### config.mk
export PLATFORM = sky130hd
export DESIGN_NAME = stepper_position_sequencer
export DESIGN_NICKNAME = d
export VERILOG_FILES = /design/src/hw/rtl/sps_pkg.sv /design/src/hw/rtl/sps_step_logic.sv /design/src/hw/rtl/stepper_position_sequencer.sv
export VERILOG_INCLUDE_DIRS = /design/src /design/src/hw/rtl
export SDC_FILE = /design/constraint.sdc
export NUM_CORES = 1
export LEC_CHECK = 0
export BUFFER_PORTS_ARGS = -buffer_cell sky130_fd_sc_hd__buf_2
export CAP_MARGIN = 20
export CORE_ASPECT_RATIO = 0.7
export CORE_MARGIN = 4
export CORE_UTILIZATION = 43
export DETAILED_ROUTE_END_ITERATION = 10
export PLACE_DENSITY = 0.71
export SLEW_MARGIN = 20
export SYNTH_ARGS = -nofsm -noshare
export SYNTH_HDL_FRONTEND = slang
export SYNTH_SLANG_ARGS = --single-unit
export TNS_END_PERCENT = 50
### constraint.sdc
create_clock -name clk -period 4.5 [get_ports clk]
set_input_delay 0.45 -clock clk [delete_from_list [all_inputs] [get_ports clk]]
set_output_delay 0.45 -clock clk [all_outputs]
set_load 0.005 [all_outputs]
### src/hw/rtl/stepper_position_sequencer_macros.svh
// assertion macros for the stepper position sequencer
`ifndef STEPPER_POSITION_SEQUENCER_MACROS_SVH
`define STEPPER_POSITION_SEQUENCER_MACROS_SVH

// same-cycle implication, checked out of reset
`define SPS_ASSERT_NOW(label, ante, cons) \
    label: assert property (@(posedge clk) disable iff (!rst_n) (ante) |-> (cons)) \
        else $error("stepper position sequencer check failed");

// next-cycle implication, checked out of reset
`define SPS_ASSERT_NEXT(label, ante, cons) \
    label: assert property (@(posedge clk) disable iff (!rst_n) (ante) |=> (cons)) \
        else $error("stepper position sequencer check failed");

`endif

### src/hw/rtl/sps_pkg.sv
// shared types, constants and helpers for the stepper position sequencer
package sps_pkg;

    localparam int unsigned TIMER_W      = 16;
    localparam int unsigned PENDING_W    = 32;
    localparam int unsigned COUNT_W      = 16;
    localparam int unsigned COILS_W      = 4;

    localparam logic [TIMER_W-1:0] TIMER_MAX          = '1;
    localparam logic [TIMER_W-1:0] STEP_INTERVAL_RST  = 16'd1900;

    // request codes
    typedef enum logic {
        REQ_TICK = 1'b0,
        REQ_MOVE = 1'b1
    } sps_req_t;

    // motion state carried from item to item
    typedef struct packed {
        logic [TIMER_W-1:0]          elapsed;
        logic [1:0]                  phase;
        logic signed [PENDING_W-1:0] pending;
        logic                        energised;
    } sps_state_t;

    // result of one item
    typedef struct packed {
        logic [COILS_W-1:0] coils;
        logic               coils_enabled;
        logic               sleep_request;
        logic               at_target;
    } sps_result_t;

    // full-step coil pattern for each phase
    function automatic logic [COILS_W-1:0] phase_pattern(input logic [1:0] phase);
        logic [COILS_W-1:0] pat;
        case (phase)
            2'd0:    pat = 4'd12;
            2'd1:    pat = 4'd6;
            2'd2:    pat = 4'd3;
            default: pat = 4'd9;
        endcase
        return pat;
    endfunction

endpackage

### src/hw/rtl/sps_step_logic.sv
// next-state and result logic for one tick or move item
module sps_step_logic
(
    input  sps_pkg::sps_state_t            state,
    input  logic [sps_pkg::TIMER_W-1:0]    step_interval,
    input  logic                           req_type,
    input  logic signed [sps_pkg::COUNT_W-1:0] move_count,
    input  logic                           powerup_phase,
    output sps_pkg::sps_state_t            state_next,
    output sps_pkg::sps_result_t           result
);

    logic signed [sps_pkg::PENDING_W:0] sum_wide;
    logic                               sum_ovf;
    logic signed [sps_pkg::PENDING_W-1:0] pending_sat;
    logic [sps_pkg::TIMER_W-1:0]        elapsed_inc;
    logic                               expired;
    logic                               pending_zero;
    logic                               sleep;

    // saturating add of the move count to the pending steps
    always_comb
    begin
        sum_wide = {state.pending[sps_pkg::PENDING_W-1], state.pending}
                 + {{(sps_pkg::PENDING_W + 1 - sps_pkg::COUNT_W){move_count[sps_pkg::COUNT_W-1]}},
                    move_count};
        sum_ovf  = sum_wide[sps_pkg::PENDING_W] != sum_wide[sps_pkg::PENDING_W-1];
        if (!sum_ovf)
        begin
            pending_sat = sum_wide[sps_pkg::PENDING_W-1:0];
        end
        else if (sum_wide[sps_pkg::PENDING_W])
        begin
            pending_sat = {1'b1, {(sps_pkg::PENDING_W-1){1'b0}}};
        end
        else
        begin
            pending_sat = {1'b0, {(sps_pkg::PENDING_W-1){1'b1}}};
        end
    end

    // saturating timer and expiry check
    assign elapsed_inc  = (state.elapsed == sps_pkg::TIMER_MAX) ? state.elapsed
                                                                : state.elapsed + 1'b1;
    assign expired      = elapsed_inc >= step_interval;
    assign pending_zero = state.pending == '0;

    // state update
    always_comb
    begin
        state_next = state;
        sleep      = 1'b0;
        if (req_type == sps_pkg::REQ_MOVE)
        begin
            state_next.pending = pending_sat;
        end
        else
        begin
            state_next.elapsed = elapsed_inc;
            if (expired)
            begin
                if (pending_zero)
                begin
                    state_next.energised = 1'b0;
                    sleep                = !powerup_phase;
                end
                else if (!state.energised)
                begin
                    state_next.energised = 1'b1;
                    state_next.elapsed   = '0;
                end
                else
                begin
                    // positive pending steps the phase down, negative steps it up
                    if (!state.pending[sps_pkg::PENDING_W-1])
                    begin
                        state_next.phase   = state.phase - 2'd1;
                        state_next.pending = state.pending - 1;
                    end
                    else
                    begin
                        state_next.phase   = state.phase + 2'd1;
                        state_next.pending = state.pending + 1;
                    end
                    state_next.elapsed = '0;
                end
            end
        end
    end

    // result from the updated state
    always_comb
    begin
        result.coils         = state_next.energised ? sps_pkg::phase_pattern(state_next.phase)
                                                    : '0;
        result.coils_enabled = state_next.energised;
        result.sleep_request = sleep;
        result.at_target     = state_next.pending == '0;
    end

endmodule

### src/hw/rtl/stepper_position_sequencer.sv
// Full-step stepper position sequencer: takes one tick or move item per clock
// and returns one result per item (coil drive, enable, sleep request, at-target),
// registered in the cycle after the transfer. The throughput is one item per clock; the
// only limit is the single result register, which holds a result until it is
// taken, so input stalls only while a result waits and the output is stalled.
// step_interval resets to 1900 ticks and the timer starts expired.
`include "stepper_position_sequencer_macros.svh"

module stepper_position_sequencer
(
    input  logic                               clk,
    input  logic                               rst_n,
    // configuration
    input  logic                               cfg_wr_en,
    input  logic [sps_pkg::TIMER_W-1:0]        cfg_wr_data,
    // input channel
    input  logic                               in_valid,
    output logic                               in_stall,
    input  logic                               req_type,
    input  logic signed [sps_pkg::COUNT_W-1:0] move_count,
    input  logic                               powerup_phase,
    // result channel
    output logic                               out_valid,
    input  logic                               out_stall,
    output logic [sps_pkg::COILS_W-1:0]        coils,
    output logic                               coils_enabled,
    output logic                               sleep_request,
    output logic                               at_target
);

    logic [sps_pkg::TIMER_W-1:0] step_interval_reg;
    sps_pkg::sps_state_t         state_reg;
    sps_pkg::sps_state_t         state_next;
    sps_pkg::sps_result_t        result_reg;
    sps_pkg::sps_result_t        result_next;
    logic                        out_valid_reg;
    logic                        out_valid_next;
    logic                        in_accept;

    // handshake
    assign in_stall  = out_valid_reg && out_stall;
    assign in_accept = in_valid && !in_stall;

    always_comb
    begin
        out_valid_next = out_valid_reg;
        if (in_accept)
        begin
            out_valid_next = 1'b1;
        end
        else if (!out_stall)
        begin
            out_valid_next = 1'b0;
        end
    end

    // configuration register
    always_ff @(posedge clk or negedge rst_n)
    begin
        if (!rst_n)
        begin
            step_interval_reg <= sps_pkg::STEP_INTERVAL_RST;
        end
        else if (cfg_wr_en)
        begin
            step_interval_reg <= cfg_wr_data;
        end
    end

    // per-item logic
    sps_step_logic u_step
    (
        .state         (state_reg),
        .step_interval (step_interval_reg),
        .req_type      (req_type),
        .move_count    (move_count),
        .powerup_phase (powerup_phase),
        .state_next    (state_next),
        .result        (result_next)
    );

    // motion state and output valid
    always_ff @(posedge clk or negedge rst_n)
    begin
        if (!rst_n)
        begin
            state_reg.elapsed   <= sps_pkg::STEP_INTERVAL_RST;
            state_reg.phase     <= '0;
            state_reg.pending   <= '0;
            state_reg.energised <= 1'b0;
            out_valid_reg       <= 1'b0;
        end
        else
        begin
            out_valid_reg <= out_valid_next;
            if (in_accept)
            begin
                state_reg <= state_next;
            end
        end
    end

    // result register, loaded on each input transfer
    always_ff @(posedge clk)
    begin
        if (in_accept)
        begin
            result_reg <= result_next;
        end
    end

    assign out_valid     = out_valid_reg;
    assign coils         = result_reg.coils;
    assign coils_enabled = result_reg.coils_enabled;
    assign sleep_request = result_reg.sleep_request;
    assign at_target     = result_reg.at_target;

    // checks
    `SPS_ASSERT_NOW(a_coils_off_when_disabled, out_valid_reg && !result_reg.coils_enabled, result_reg.coils == '0)
    `SPS_ASSERT_NOW(a_sleep_only_idle, out_valid_reg && result_reg.sleep_request, result_reg.at_target && !result_reg.coils_enabled)
    `SPS_ASSERT_NOW(a_target_tracks_pending, out_valid_reg, result_reg.at_target == (state_reg.pending == '0))
    `SPS_ASSERT_NEXT(a_move_keeps_coils, in_accept && req_type == sps_pkg::REQ_MOVE, state_reg.energised == $past(state_reg.energised) && state_reg.phase == $past(state_reg.phase))

endmodule

==> qor.tcl <==
set qor(status) {finished with violations}
set qor(failed_checks) {negative setup slack}
set qor(layoutNonFillerInstCount) 1400
set qor(drt_pass1_iterations) 5
set qor(r2r_slack_ns) -0.14
set qor(rows) 41
set qor(critical_path.max_fanout) 7
set qor(worst_ir_drop_vdd_mv) 0.3301
set qor(busiest_layer) {met1}
set qor(worst-setup-path-type) {flop to flop}
set qor(clock_skew_ns) 0.008296
set qor(boundaryPins) 48
set qor(drt.antenna.violating_nets) 0
set qor(start_kind) {flop}
set qor(drv.max_cap_violation_count) 0
set qor(final-setup-viol-count) 1
set qor(most_common_library_cell_in_the_layout_ignoring_fill_and_taps) {sky130_fd_sc_hd__nand2_1}
set qor(cts_hold_repair.buffers) 0
set qor(design.die.area_sq_um) 21280
set qor(groute.layer.met1.usage_pct) 38.83
set qor(clock_tree.root_cell) {sky130_fd_sc_hd__clkbuf_16}
set qor(mostFrequentLayoutCells) {sky130_fd_sc_hd__nand2_1, sky130_fd_sc_hd__a21oi_1, sky130_fd_sc_hd__o21ai_0, sky130_fd_sc_hd__buf_4, sky130_fd_sc_hd__ha_1}
set qor(largest_register_ff_count) 51
set qor(cp_cell_sequence) {nand2_4, nor2_4, and2_4, nand3_2, or3_4, buf_6, nand4_1, nor2_1, xor2_1, ha_2, a21oi_2, nor3_2, a2111oi_4, buf_4, o21a_4, nor2_4, buf_4, a31oi_1, a22o_1, a2111o_1, o31ai_2, nand4_1, nor3_2}
set qor(final_max_slew_viol_count) 0
set qor(buffer_ports.inserted) 47
set qor(worst_hold_class) {primary input to asynchronous set/reset pin}
set qor(post-route-min-period_ns) 4.642
set qor(cpLargestDelayFamily) {simple AND/OR/NAND/NOR gates}
set qor(initial_utilization_pct) 44.57
set qor(cp.required_ns) 4.70
set qor(maxClockFrequency_ghz) 0.2154
set qor(postRouteWirelength_um) 27410
set qor(end_kind) {flop}
set qor(routed_via_density) 6.262
set qor(p_leak_nw) 4.424
set qor(antenna_cells_inserted) 0
set qor(grt_usage_pct) 25.44
set qor(multi_input_comb_area_sq_um) 6141
set qor(dp_cells) 1378
set qor(drt_first_iter_violations) 1147
set qor(ys_types) 79
set qor(antenna_found_initial) 0
set qor(floorplan.die.width_um) 172.7
set qor(final_nets) 1284
set qor(reg_to_reg_start) {state_reg[40]}
set qor(final-seq-area_sq_um) 1929
set qor(critical_path.reg2reg.endpoint) {at_target}
set qor(reg2regPathDepth) 23
set qor(power_per_cell_area_nw_per_um2) 775.9
set qor(critical_path.n_buffers_inverters) 3
set qor(max_slew.worst_pin.slew_ns) 0.8910
set qor(post_synth_inst_count) 1056
set qor(place.gp.congestion) 0.9728
set qor(number_of_h_tree_levels) 3
set qor(cts.sink_count) 75
set qor(synth.yosys.seq_area_share_pct) 23.64
set qor(drc_errors) 0
set qor(hold_ws_ns) 0.2074
set qor(synthesis.yosys.warnings) 0
set qor(worst-endpoint-arrival_ns) 4.84
set qor(synthArstFlopShare_pct) 90.67
set qor(worst_slew_margin_rel_pct) 40.60
set qor(rsz0062_at_grt) {true}
set qor(globalRoute.totalOverflow) 0
set qor(finalHoldViolCount) 0
set qor(core_region_area_sq_um) 18310
set qor(met2_usage_in_global_routing_pct) 34.42
set qor(slowest_delay_ns) 0.55
set qor(synth_nets) 1181
set qor(grt_pass1_wl_um) 43490
set qor(syn_area_per_cell_sq_um) 7.729
set qor(ys_dominant_reg_cell) {sky130_fd_sc_hd__dfrtp_1}
set qor(proportion_of_layout_cells_with_a_drive_suffix_above_1_pct) 19.16
set qor(synth.cell_area_sq_um) 8162
set qor(die_y_um) 123.3
set qor(cts.clk_slew.worst_paths_ns) 0.07
set qor(place.detailed.hpwl_um) 21220
set qor(layout_setup_ws_ns) -0.1422
set qor(detail_route.wl_per_cell_um) 19.58
set qor(worstSkewPairLatency_ns) 0.35
set qor(flop_and_latch_count_out_of_synthesis) 75
set qor(critical-path-slowest-cell) {sky130_fd_sc_hd__dfstp_2}
set qor(vias) 8767
set qor(cts-buffers-inserted) 9
set qor(grt_pass1_vias) 7922
set qor(synth_enable_flop_cells) 7
set qor(pin_count_of_the_biggest_net_entering_global_routing) 52
set qor(fillers) 1685
set qor(period_share_pct) 103.2
set qor(met3_usage_pct) 8.771
set qor(max-clock-path-buffers) 2
set qor(area_delta_synth_final_pct) 19.85
set qor(cts_tree) {done}
set qor(post-layout-total-power_mw) 7.589
-- routing by layer --
metal | up-vias | wire length (um)
met5 | - | 48
met4 | 2 | 423
met3 | 46 | 3546
met2 | 494 | 10380
met1 | 4121 | 13010
li1 | 4104 | -
-- cells by family (layout without fill, tap and decap cells) --
family	count (synthesis)	count (layout)	synth area share [%]
adder cells (fa/ha/maj)	86	86	13.37
AO/OA/AOI/OAI	382	382	29.99
flip-flops	75	75	23.64
XOR/XNOR	68	68	7.297
AND/OR/NAND/NOR	346	346	20.21
buffers and inverters	89	197	4.139
multiplexers	10	10	1.364
-- synth_stat cells, types with 6 or more instances --
| library cell | n | area (sq um) |
|---|---|---|
| sky130_fd_sc_hd__dfrtp_1 | 54 | 1351 |
| sky130_fd_sc_hd__o21a_1 | 15 | 112.6 |
| sky130_fd_sc_hd__ha_1 | 84 | 1051 |
| sky130_fd_sc_hd__a22o_1 | 11 | 96.34 |
| sky130_fd_sc_hd__nor2b_1 | 7 | 43.79 |
| sky130_fd_sc_hd__nor4_1 | 9 | 56.30 |
| sky130_fd_sc_hd__o211ai_1 | 16 | 120.1 |
| sky130_fd_sc_hd__nor3_1 | 20 | 100.1 |
| sky130_fd_sc_hd__a211oi_1 | 12 | 90.09 |
| sky130_fd_sc_hd__mux2_2 | 6 | 67.56 |
| sky130_fd_sc_hd__nor2_1 | 73 | 274.0 |
| sky130_fd_sc_hd__a21o_1 | 35 | 262.8 |
| sky130_fd_sc_hd__xnor2_1 | 43 | 376.6 |
| sky130_fd_sc_hd__nand2b_1 | 6 | 37.54 |
| sky130_fd_sc_hd__nand3_1 | 21 | 105.1 |
| sky130_fd_sc_hd__o22ai_1 | 6 | 37.54 |
| sky130_fd_sc_hd__o21ai_0 | 95 | 475.5 |
| sky130_fd_sc_hd__a21oi_1 | 103 | 515.5 |
| sky130_fd_sc_hd__inv_1 | 41 | 153.9 |
| sky130_fd_sc_hd__dfstp_2 | 14 | 367.9 |
| sky130_fd_sc_hd__o21bai_1 | 10 | 75.07 |
| sky130_fd_sc_hd__o31ai_1 | 15 | 112.6 |
| sky130_fd_sc_hd__a211o_1 | 6 | 52.55 |
| sky130_fd_sc_hd__xor2_1 | 25 | 219.0 |
| sky130_fd_sc_hd__nand2_1 | 143 | 536.8 |
| sky130_fd_sc_hd__a31oi_1 | 14 | 87.58 |
| sky130_fd_sc_hd__nand4_1 | 20 | 125.1 |
| sky130_fd_sc_hd__or3_1 | 6 | 37.54 |
| sky130_fd_sc_hd__and3_1 | 11 | 68.82 |
| sky130_fd_sc_hd__edfxtp_1 | 7 | 210.2 |
| sky130_fd_sc_hd__clkbuf_1 | 44 | 165.2 |
-- where the power goes --
part / total, mW / switching [mW] / internal (mW) / leakage [nW]
Combinational: 5.54 / 3.30 / 2.24 / 3.39
Clock: 0.777 / 0.332 / 0.445 / 0.155
Sequential: 1.27 / 0.371 / 0.899 / 0.876
Total: 7.59 / 4.00 / 3.59 / 4.42
-- worst max-delay path by stage --
stage                end  depth (start not counted)           from
2_1_floorplan  at_target                         21  state_reg[40]
3_3_place_gp   at_target                         21  state_reg[40]
3_5_place_dp   at_target                         21  state_reg[40]
4_1_cts        at_target                         20  state_reg[40]
5_1_grt        at_target                         20  state_reg[40]
6_report       at_target                         23  state_reg[40]
-- repair_timing --
action,CTS,global route
endpoints found under the setup margin,3,5
buffers inserted,1,5
pin swaps,15,30
resized for setup,29,21
-- worst reg2reg max path, cell delays in order, from the launching register on --
cell and delay [ns]:
sky130_fd_sc_hd__dfstp_2 0.55, sky130_fd_sc_hd__nand2_4 0.06, sky130_fd_sc_hd__nor2_4 0.12, sky130_fd_sc_hd__and2_4 0.16, sky130_fd_sc_hd__nand3_2 0.06, sky130_fd_sc_hd__or3_4 0.41
sky130_fd_sc_hd__buf_6 0.16, sky130_fd_sc_hd__nand4_1 0.11, sky130_fd_sc_hd__nor2_1 0.07, sky130_fd_sc_hd__xor2_1 0.25, sky130_fd_sc_hd__ha_2 0.24, sky130_fd_sc_hd__a21oi_2 0.06
sky130_fd_sc_hd__nor3_2 0.24, sky130_fd_sc_hd__a2111oi_4 0.07, sky130_fd_sc_hd__buf_4 0.16, sky130_fd_sc_hd__o21a_4 0.14, sky130_fd_sc_hd__nor2_4 0.15, sky130_fd_sc_hd__buf_4 0.18
sky130_fd_sc_hd__a31oi_1 0.10, sky130_fd_sc_hd__a22o_1 0.24, sky130_fd_sc_hd__a2111o_1 0.39, sky130_fd_sc_hd__o31ai_2 0.25, sky130_fd_sc_hd__nand4_1 0.13, sky130_fd_sc_hd__nor3_2 0.19
-- through the flow --
step | worst slack, ns | cell area (sq um) | utilization [%] | setup TNS, ns
detailed placement | -0.3296 | 9184 | 50.15 | -0.3567
floorplan | 0.02655 | 8185 | - | 0
CTS | 0.001988 | 9643 | 52.65 | 0
finish | -0.1422 | 9782 | 53.41 | -0.1422
global placement | -0.2118 | 9184 | 50.15 | -0.2118
global route | -0.3084 | 9782 | 53.41 | -0.3382
-- final cells by class --
cell class	count	area share [%]
multi-input cells	892	62.78
flip-flops and latches	75	19.72
repair buffers	139	9.670
well taps	236	3.019
clock buffers	9	2.302
inverters	42	1.612
clock inverters	7	0.8954
(Power assumes the default switching activity.)
